==> src/sv/pal_pkg.sv <==
// Package for the polyline arc length point block: sizes, codes and shared types.
// Used by pal_ctrl, pal_dp and the top level; depends on nothing.
`timescale 1ns / 1ps
package pal_pkg;

    localparam int MaxPoints = 1024;
    localparam int IdxW = $clog2(MaxPoints);
    localparam int CntW = IdxW + 1;
    localparam int CfgAddrW = 2;

    localparam logic CmdWrite = 1'b0;
    localparam logic CmdQuery = 1'b1;

    localparam logic [CfgAddrW-1:0] RegPointCount = 2'd0;
    localparam logic [CfgAddrW-1:0] RegTotalLength = 2'd1;
    localparam logic [CfgAddrW-1:0] RegMinRender = 2'd2;

    typedef enum logic [3:0] {
        ST_IDLE,
        ST_MUL,
        ST_SRCH,
        ST_CMP,
        ST_RDSEG,
        ST_DIV,
        ST_RD0,
        ST_RD1,
        ST_LERP,
        ST_OUT
    } pal_state_t;

    // Read source for the memory address in the datapath.
    typedef enum logic [2:0] {
        RA_ZERO,
        RA_LAST,
        RA_MID,
        RA_SEG,
        RA_SEGM1,
        RA_SEGP1
    } pal_raddr_t;

    typedef struct packed {
        logic       load_query;
        logic       start_search;
        logic       search_step;
        pal_raddr_t raddr;
        logic       take_start;
        logic       take_end;
        logic       div_step;
        logic       take_p0;
        logic       take_p1;
        logic       lerp;
        logic       out_load;
    } pal_cmd_t;

    typedef struct packed {
        logic invisible;
        logic empty;
        logic first_only;
        logic use_last;
        logic search_done;
        logic div_done;
    } pal_status_t;

endpackage

==> src/sv/pal_ctrl.sv <==
// Controller state machine of the polyline arc length point block.
// Depends on pal_pkg.
`timescale 1ns / 1ps
module pal_ctrl
    import pal_pkg::*;
(
    input  logic        clk,
    input  logic        rst_n,
    input  logic        in_go,
    input  logic        out_valid,
    input  logic        out_taken,
    input  pal_status_t status,
    output pal_cmd_t    cmd,
    output logic        busy
);

    pal_state_t state_reg, state_next;

    always_ff @(posedge clk or negedge rst_n)
    begin
        if (!rst_n)
        begin
            state_reg <= ST_IDLE;
        end
        else
        begin
            state_reg <= state_next;
        end
    end

    // Next state.
    always_comb
    begin
        state_next = state_reg;
        case (state_reg)
            ST_IDLE:  if (in_go) state_next = ST_MUL;
            ST_MUL:
            begin
                if (status.invisible || status.empty) state_next = ST_OUT;
                else if (status.first_only || status.use_last) state_next = ST_RD0;
                else state_next = ST_SRCH;
            end
            ST_SRCH:  state_next = status.search_done ? ST_RDSEG : ST_CMP;
            ST_CMP:   state_next = ST_SRCH;
            ST_RDSEG: state_next = ST_DIV;
            ST_DIV:   if (status.div_done) state_next = ST_RD0;
            ST_RD0:   state_next = ST_RD1;
            ST_RD1:   state_next = ST_LERP;
            ST_LERP:  state_next = ST_OUT;
            ST_OUT:   if (!out_valid || out_taken) state_next = ST_IDLE;
            default:  state_next = ST_IDLE;
        endcase
    end

    // Command outputs.
    always_comb
    begin
        cmd = '0;
        cmd.raddr = RA_ZERO;
        busy = (state_reg != ST_IDLE);
        case (state_reg)
            ST_IDLE:
            begin
                cmd.load_query = in_go;
            end
            ST_MUL:
            begin
                // Read the end vertex now when no search follows.
                cmd.start_search = 1'b1;
                cmd.raddr = status.use_last ? RA_LAST : RA_ZERO;
            end
            ST_SRCH:
            begin
                // Present the probe address; the compare follows in the next cycle.
                cmd.raddr = status.search_done ? RA_SEGM1 : RA_MID;
            end
            ST_CMP:
            begin
                cmd.search_step = 1'b1;
                cmd.raddr = RA_MID;
            end
            ST_RDSEG:
            begin
                cmd.raddr = RA_SEG;
                cmd.take_start = 1'b1;
            end
            ST_DIV:
            begin
                cmd.take_end = 1'b1;
                cmd.div_step = 1'b1;
                cmd.raddr = status.use_last ? RA_LAST :
                            (status.first_only ? RA_ZERO : RA_SEG);
            end
            ST_RD0:
            begin
                cmd.raddr = (status.use_last) ? RA_LAST :
                            (status.first_only ? RA_ZERO : RA_SEGP1);
                cmd.take_p0 = 1'b1;
            end
            ST_RD1:
            begin
                // Hold the far vertex on the read port for the interpolation.
                cmd.take_p1 = 1'b1;
                cmd.raddr = RA_SEGP1;
            end
            ST_LERP:
            begin
                cmd.lerp = 1'b1;
            end
            ST_OUT:
            begin
                cmd.out_load = !out_valid || out_taken;
            end
            default: ;
        endcase
    end

endmodule

==> config.mk <==
export PLATFORM = sky130hd
export DESIGN_NAME = pal_ctrl
export DESIGN_NICKNAME = d
export VERILOG_FILES = /design/src/sv/pal_pkg.sv /design/src/sv/pal_ctrl.sv
export SDC_FILE = /design/constraint.sdc
export NUM_CORES = 1
export LEC_CHECK = 0
export BUFFER_PORTS_ARGS = -buffer_cell sky130_fd_sc_hd__clkbuf_2
export CAP_MARGIN = 30
export CELL_PAD_IN_SITES_DETAIL_PLACEMENT = 1
export CELL_PAD_IN_SITES_GLOBAL_PLACEMENT = 2
export CORE_ASPECT_RATIO = 1.25
export CORE_MARGIN = 5
export CORE_UTILIZATION = 21
export DETAILED_ROUTE_END_ITERATION = 7
export HOLD_SLACK_MARGIN = 0.1
export PLACE_DENSITY_LB_ADDON = 0.2
export SLEW_MARGIN = 10
export SYNTH_ARGS = -nofsm -noshare
export SYNTH_HDL_FRONTEND = slang
export SYNTH_SLANG_ARGS = --single-unit
export TNS_END_PERCENT = 30
==> constraint.sdc <==
create_clock -name clk -period 1.9 [get_ports clk]
set_clock_uncertainty 0.15 [all_clocks]
set_input_delay 0.19 -clock clk [delete_from_list [all_inputs] [get_ports clk]]
set_output_delay 0.19 -clock clk [all_outputs]
set_load 0.01 [all_outputs]
=== After elaboration in Yosys (flattened, before gate mapping) ===
Cells that the tools add are included.

* Register bits after elaboration: 4
* Latch bits: 0
* RAM bits: 0
* Memory bits (read-only): 0
* Bits of input ports: 11
* Output and inout port bits: 14
* Logic and storage cells: 43
* Memories kept: 0

* $add $sub $neg: 0
* $mul: 0
* Div/mod/pow operators: 0
* $lt $le $gt $ge: 0
* Eq/ne operators: 12
* Shift-type cells: 0
* Muxes and demuxes: 23
* Bitwise gates (word level): 0
* Reductions and logical operators: 7

{| class="wikitable"
|+ Operators by type and width
! cell !! number
|-
| 4-bit case mux with 10 select lines || 1
|-
| 3-bit case mux with 7 select lines || 1
|-
| 4-bit by 3-bit == test with 1-bit output, second input constant || 4
|-
| 4-bit two-way mux || 4
|-
| 3-bit two-way mux || 5
|-
| 1-bit two-way mux || 9
|-
| 4-bit by 2-bit == test with 1-bit output, second input constant || 2
|-
| 4-bit == test, second input constant || 2
|-
| 2-bit two-way mux || 3
|-
| 2-bit != test, second input constant || 3
|-
| 4-bit by 1-bit == test with 1-bit output, second input constant || 1
|-
| 4-bit zero test || 1
|-
| 4-bit nonzero test || 1
|-
| 1-bit logical OR || 3
|-
| 3-bit AND reduction || 1
|-
| 1-bit zero test || 1
|}

=== Longest topological paths before layout ===
Gate-level depths: netlist (run 1).

* Depth in word-level cells: 4
* Gate-level depth with buffers: 6
* Mapped depth without buffers: 4

=== Worst setup path after synthesis (run 1) ===
No wires, ideal clock.

* Kind: reg2out
* From: register state_reg[1]
* To: output port cmd[0] (netlist name)
* Arrival: 1.208 ns
* Required time: 1.560 ns
* Path slack: 0.352 ns
* Stages on the path, launching flop included: 5
* Buffers on the path: 1
* Cell sequence: dfrtp_1 buf_6 nand2b_4 or3b_4 a21oi_1

{| class="wikitable"
|+ RTL lines
! item !! line !! text
|-
| start, declared || pal_ctrl.sv:17 || <nowiki>pal_state_t state_reg, state_next;</nowiki>
|-
| start signal, assigned || pal_ctrl.sv:27 || <nowiki>state_reg <= state_next;</nowiki>
|-
| end, declared || pal_ctrl.sv:13 || <nowiki>output pal_cmd_t cmd,</nowiki>
|}

==> results of run 1 <==
==> cell type report <==
class | instances | area [um2]
clock buffers | 3 | 22.5
fillers | 297 | 1490
inverters | 2 | 7.51
multi-input cells | 53 | 342
flip-flops and latches | 4 | 104
well taps | 31 | 38.8
repair buffers | 32 | 183
==> placed cells by master, fill, tap and decap left out, drive strengths merged <==
cell / count
o211ai: 1
o31ai: 1
nor4b: 2
or3b: 1
mux2i: 2
and3: 1
or2: 1
buf: 7
a21oi: 7
dfrtp: 4
inv: 2
o21a: 2
a211o: 2
o21ai: 4
dlygate4sd3: 1
nor2: 9
nand2: 4
nand2b: 2
nor3: 5
nor3b: 4
nor2b: 1
a31oi: 2
nand3b: 2
clkbuf: 27
==> final timing paths <==
path	depth (start not counted)	slack (ns)	endpoint	from
max	4	0.12	cmd[0]	state_reg[1]$_DFFE_PN0P_
min	2	0.14	state_reg[0]$_DFFE_PN0P_	rst_n
max reg2reg	5	0.22	state_reg[0]$_DFFE_PN0P_	state_reg[0]$_DFFE_PN0P_
min reg2reg	2	0.60	state_reg[1]$_DFFE_PN0P_	state_reg[3]$_DFFE_PN0P_
max in group asynchronous	2	1.32	state_reg[2]$_DFFE_PN0P_	rst_n
min in group clk	4	0.14	state_reg[2]$_DFFE_PN0P_	status[5]
==> power by group through the flow <==
| stage | clock network, uW | registers, uW | logic, uW |
|---|---|---|---|
| global placement | 0 | 245 | 704 |
| finish | 109 | 228 | 765 |
| global route | 118 | 241 | 856 |
| detailed placement | 0 | 244 | 703 |
| floorplan | 0 | 145 | 574 |
| CTS | 111 | 249 | 710 |
==> per-layer routing <==
metal  track usage (%)  vias to the layer above  share of wire, %
li1                  -                      292                 -
met1              13.0                      284                42
met2              18.0                       14                52
met3              1.18                        2               4.3
met4              5.75                        0               1.1
met5                 0                        -                 0
==> critical path: cells and delay by family, from the launching register on <==
| kind | cells | cell delay, ns |
|---|---|---|
| flops | 1 | 0.40 |
| buf+inv | 1 | 0.14 |
| simple gates | 2 | 0.56 |
| compound gates | 1 | 0.10 |
==> per-stage QoR <==
step / TNS (ns) / hold slack, ns / cells / area (um2)
floorplan: 0 / -0.256 / 67 / 479
global placement: 0 / -0.150 / 119 / 631
detailed placement: 0 / -0.148 / 119 / 631
CTS: -0.0145 / 0.146 / 123 / 669
global route: 0 / 0.162 / 125 / 697
finish: 0 / 0.138 / 125 / 697
==> cell families after synthesis <==
| family | Yosys count |
|---|---|
| simple gates | 32 |
| compound gates | 19 |
| buf+inv | 10 |
| flops | 4 |
| mux | 2 |
==> repair_timing <==
action                                 4_1_cts  5_1_grt
buffers inserted                             0        2
hold buffers                                 1        0
gates resized for setup                      2        4
endpoints found under the hold margin        4        0
setup endpoints to repair                    3        8
gates cloned                                 0        0
==> flow_summary.toml, run 1 <==
[status]
status = "finished clean"

[clock_network]
cts_max_level = 1
insertion_delay_ns = 0.24
path_clk_slew_ns = 0.04
cts_tree = "done"
clockBufferDepth = 2
clock-root-buffer = "clkbuf_4"
cts_made_buffers = 3
numClockSinks = 4

[power]
powerDensity_mw_per_mm2 = 1580
intPower_uw = 579
power.leakage_uw = 0.000330
power_uw = 1100
p_clk_share_pct = 9.9
p_comb_share_pct = 69.4
p_sw_uw = 523
pwr-share-seq_pct = 20.7
p_sw_share_pct = 47.4
ir_drop_uv = 400

[logic_synthesis]
synth_area_leader_cell = "dfrtp_1"
synth_area_leaders = "dfrtp_1, a21oi_1, nor2_1"
postSynthCellCount = 67
yosys_warnings = 0
synth_xor_area_share_pct = 0
synthTopCellsByCount = "nor2_1, a21oi_1, nor3_1"
yosysMostFrequentCell = "nor2_1"
synthMuxAreaShare_pct = 4.18
synth-compound-area-share_pct = 24.0
yosysUniqueCellTypes = 27
seq_area_frac_synth_pct = 20.9
yosys.area_share.simple_pct = 39.9
netlist_area_um2 = 479
syn_nets = 78
synth_top_area_share_pct = 20.9
synth_seq_cells = 4
synth-main-ff-cell = "dfrtp_1"
synth-async-reset-ratio_pct = 100
synth.avg_cell_area_um2 = 7.15
synth_enable_flop_cells = 0
synth-adder-area-share_pct = 0
synth_top_family_by_area = "simple AND/OR/NAND/NOR gates"

[timing]
post-route-period-util_pct = 93.8
slew_headroom_pct = 77.5
hold_viol = 0
grt_setup_unrepaired = "false"
fmax_mhz = 561
slew_viol_final = 0
worst_slack_ns = 0.119
setup_viol = 0
fin_crit_ns = 1.78
worst_pin_slew_ns = 0.335

[place]
place.gp.congestion = 0.755
pre_cts_ws_ns = 0.159
port_buffers = 24
hpwl_mm = 1.23

[worst_setup_path]
end_kind = "output pin"
crit_slowest_cell = "dfrtp_1"
crit_chain = "nand2b_4, or3b_4, a21oi_2, clkbuf_2"
start_kind = "register"
required_ns = 1.56
cp.arrival_ns = 1.44
crit_type = "reg2out"
critPathMaxStageDelay_ns = 0.40
cp_max_fo = 5

[detailed_routing]
drc = 0
drtIter0Drc = 6
drtAntennaViolNets = 0
vias_per_cell = 4.74
drt_wl_total_mm = 1.61
num_vias = 592
first_pass_iters = 3
post_drt_wl_per_cell_um = 12.9

[global_route]
grt_usage_pct = 10.8
grt_pass1_wl_mm = 2.80
grt_start_max_net_pins = 16
grt_overflow_total = 0
antenna_found_initial = 0
grt_pass1_vias = 635

[min_path]
hold_path_class = "in2async"

[floorplan]
rows = 19
die_h_um = 63.4
coreArea_mm2 = 0.00219
start_util_pct = 21.9
die_w_um = 52.7
io_pins = 25
dieArea_mm2 = 0.00334

[final_layout]
largest_register_ffs = 4
drive_above_1_share_pct = 46.8
fin_nets = 107
utilization_pct = 31.9
syn2layout_area_growth_pct = 45.4
diodes = 0

[flow_run]
cap_violations = 0
Note: power is estimated with default switching activity, not from simulation.
==> run 2: changes to the inputs <==
- ABC_AREA: unset -> 1
- CORE_UTILIZATION: 21 -> 20
- clock period: 1.9 -> 2.24 ns (I/O delays scaled with it)
==> run 2 against run 1 <==
  * Critical path depth rose by 2
  * Hold slack better by 0.034 ns
  * Critical endpoint is now cmd[8]
  * Count of clock-buffer cells in the layout is the same
  * Sequential share of layout area increased by 1.6 points
  * Critical path type unchanged
  * Flip-flop and latch count unchanged
  * Largest power group unchanged
  * Highest routed layer is now met3
==> flow_summary.toml, run 2 <==
[status]
status = "finished clean"

[worst_setup_path]
timing.rr.end = "state_reg[1]$_DFFE_PN0P_"
crit_type = "reg2out"
crit_slowest_cell = "dfrtp_1"
critPathMaxStageDelay_ns = 0.44
r2r_start = "state_reg[1]$_DFFE_PN0P_"
critPathTopFamily = "simple AND/OR/NAND/NOR gates"
crit_path_frequent_cell = "nor2_1"
end_kind = "output pin"
cp.arrival_ns = 1.48
timing.reg2reg.setup_slack_ns = 0.85
crit_chain = "nor2_1, inv_1, nor2_1, a21oi_1, nand3_1, clkbuf_2"
rr_worst_depth = 6
start_kind = "register"
required_ns = 1.87
cp_num_buf_inv = 2
cp_max_fo = 6

[final_layout]
diodes = 0
final_common_cell = "clkbuf_2"
fin_area_um2 = 608
syn2layout_area_growth_pct = 39.3
fin_nets = 115
largest_register_ffs = 4
drive_above_1_share_pct = 40.2
final_cell_mix = "clkbuf_2, nor2_1, inv_1"

[detailed_routing]
drc = 0
vias_per_cell = 4.48
first_pass_iters = 3
drtIter0Drc = 2
num_vias = 551
post_drt_wl_per_cell_um = 12.2
drt_wl_total_mm = 1.50
drtAntennaViolNets = 0

[logic_synthesis]
synth.avg_cell_area_um2 = 5.82
synth_area_leader_cell = "dfrtp_1"
synth_top_area_share_pct = 22.9
yosysUniqueCellTypes = 16
synth_seq_cells = 4
postSynthCellCount = 75
synth-async-reset-ratio_pct = 100
yosys_warnings = 0
yosysMostFrequentCell = "nor2_1"
netlist_area_um2 = 437
synth-main-ff-cell = "dfrtp_1"
synthTopCellsByCount = "nor2_1, inv_1, nand2_1, nand3_1, nand2_2"
synth_area_leaders = "dfrtp_1, nor2_1, inv_1"
seq_area_frac_synth_pct = 22.9
synth_enable_flop_cells = 0
syn_nets = 86

[timing]
slew_headroom_pct = 82.1
worst_slack_ns = 0.388
fin_crit_ns = 1.85
slew_viol_final = 0
hold_viol = 0
finalSetupTns_ns = 0
fmax_mhz = 540
worst_pin_slew_ns = 0.268
whs_ns = 0.171
post-route-period-util_pct = 82.7
setup_viol = 0
grt_setup_unrepaired = "false"

[clock_network]
postCtsSetupRepairBufs = 0
clockBufferDepth = 2
post_cts_resized = 0
cts_made_buffers = 3
path_clk_slew_ns = 0.04
cts_max_level = 1
clock-root-buffer = "clkbuf_4"
numClockSinks = 4
insertion_delay_ns = 0.23
cts_tree = "done"

[power]
ir_drop_uv = 618
powerDensity_mw_per_mm2 = 1370
power.leakage_uw = 0.000371

[global_route]
grt_pass1_wl_mm = 2.54
grt_overflow_total = 0
met1_usage_pct = 12.1
grt_start_max_net_pins = 7
grt_pass1_vias = 571
grt_usage_pct = 10.1
antenna_found_initial = 0
grtUsageMet3_pct = 3.59
met2_usage_pct = 18.2
grt-busiest-layer = "met2"

[place]
port_buffers = 24
place.gp.congestion = 0.781
dpl_cell_area_um2 = 576
hpwl_mm = 1.36
pre_cts_ws_ns = 0.606

[floorplan]
start_util_pct = 20.4
dieArea_mm2 = 0.00322
rows = 19
die_h_um = 62.2
io_pins = 25
coreArea_mm2 = 0.00214
die_w_um = 51.8

[min_path]
whs_path_depth = 3
hold_end = "state_reg[2]$_DFFE_PN0P_"
hold_path_class = "in2reg"
hold_path.startpoint = "status[1]"

[flow_run]
cap_violations = 0
-- run 2: cell count changes after synthesis, moves of 5 or more --
cell | previous run | this run
inv_1 | 2 | 12
nor2_1 | 9 | 18
nand2_1 | 4 | 11
nand3_1 | 0 | 7
nand2_2 | 0 | 6
a21oi_1 | 7 | 2
nor3_1 | 5 | 0
-- run 2: through the flow --
step / std cells / power (uW) / utilization, %
6_report: 123 / 831 / 28.4
3_3_place_gp: 119 / 763 / 26.9
3_5_place_dp: 119 / 755 / 26.9
4_1_cts: 123 / 850 / 28.4
5_1_grt: 123 / 934 / 28.4
2_1_floorplan: 75 / 562 / -
-- run 2: timing repair --
action,in CTS,in global routing
hold buffers,1,0
hold endpoints to repair,4,0
endpoints found under the setup margin,0,0
-- run 2: report_power, final --
| group | leakage (uW) | switching (uW) | internal, uW |
|---|---|---|---|
| logic | 0.000306 | 372 | 200 |
| registers | 0.0000512 | 60.6 | 109 |
| clock network | 0.0000138 | 28.7 | 59.9 |
-- run 2: how the worst max path moves through the flow --
stage / from / end / slack, ns / cells after the start
after floorplan: state_reg[3]$_DFFE_PN0P_ / cmd[8] / 0.78 / 5
after global placement: state_reg[1]$_DFFE_PN0P_ / cmd[8] / 0.54 / 6
after detailed placement: state_reg[1]$_DFFE_PN0P_ / cmd[8] / 0.61 / 6
after CTS: state_reg[1]$_DFFE_PN0P_ / cmd[8] / 0.35 / 6
after global routing: state_reg[1]$_DFFE_PN0P_ / cmd[8] / 0.22 / 6
final: state_reg[1]$_DFFE_PN0P_ / cmd[8] / 0.39 / 6
-- run 2: layout make-up --
cell class / instances / area [um2]
Multi-Input combinational cell: 55 / 273
Timing Repair Buffer: 25 / 130
Clock buffer: 3 / 22.5
Tap cell: 21 / 26.3
Fill cell: 287 / 1530
Inverter: 15 / 56.3
Sequential cell: 4 / 100
-- run 2: metal layers --
layer  up-vias  share of wire (%)
met2        12                 53
met1       251                 43
li1        288                  -
met4         0                  0
met5         -                  0
met3         0                4.0
-- run 2: cells by family after synthesis --
kind of cell           after synthesis  share of synthesized area, %
DFF                                  4                          22.9
and+or+nand+nor                     49                          54.7
AOI/OAI and AO/OA                    6                          7.74
buffers and inverters               16                          14.6
-- run 2: worst reg2reg max path, stage by stage (launching register included) --
cell	delay (ns)
dfrtp_1	0.44
nor2_1	0.27
inv_1	0.12
nand3_1	0.11
nand2_1	0.06
nor2_1	0.08
nor2_1	0.05
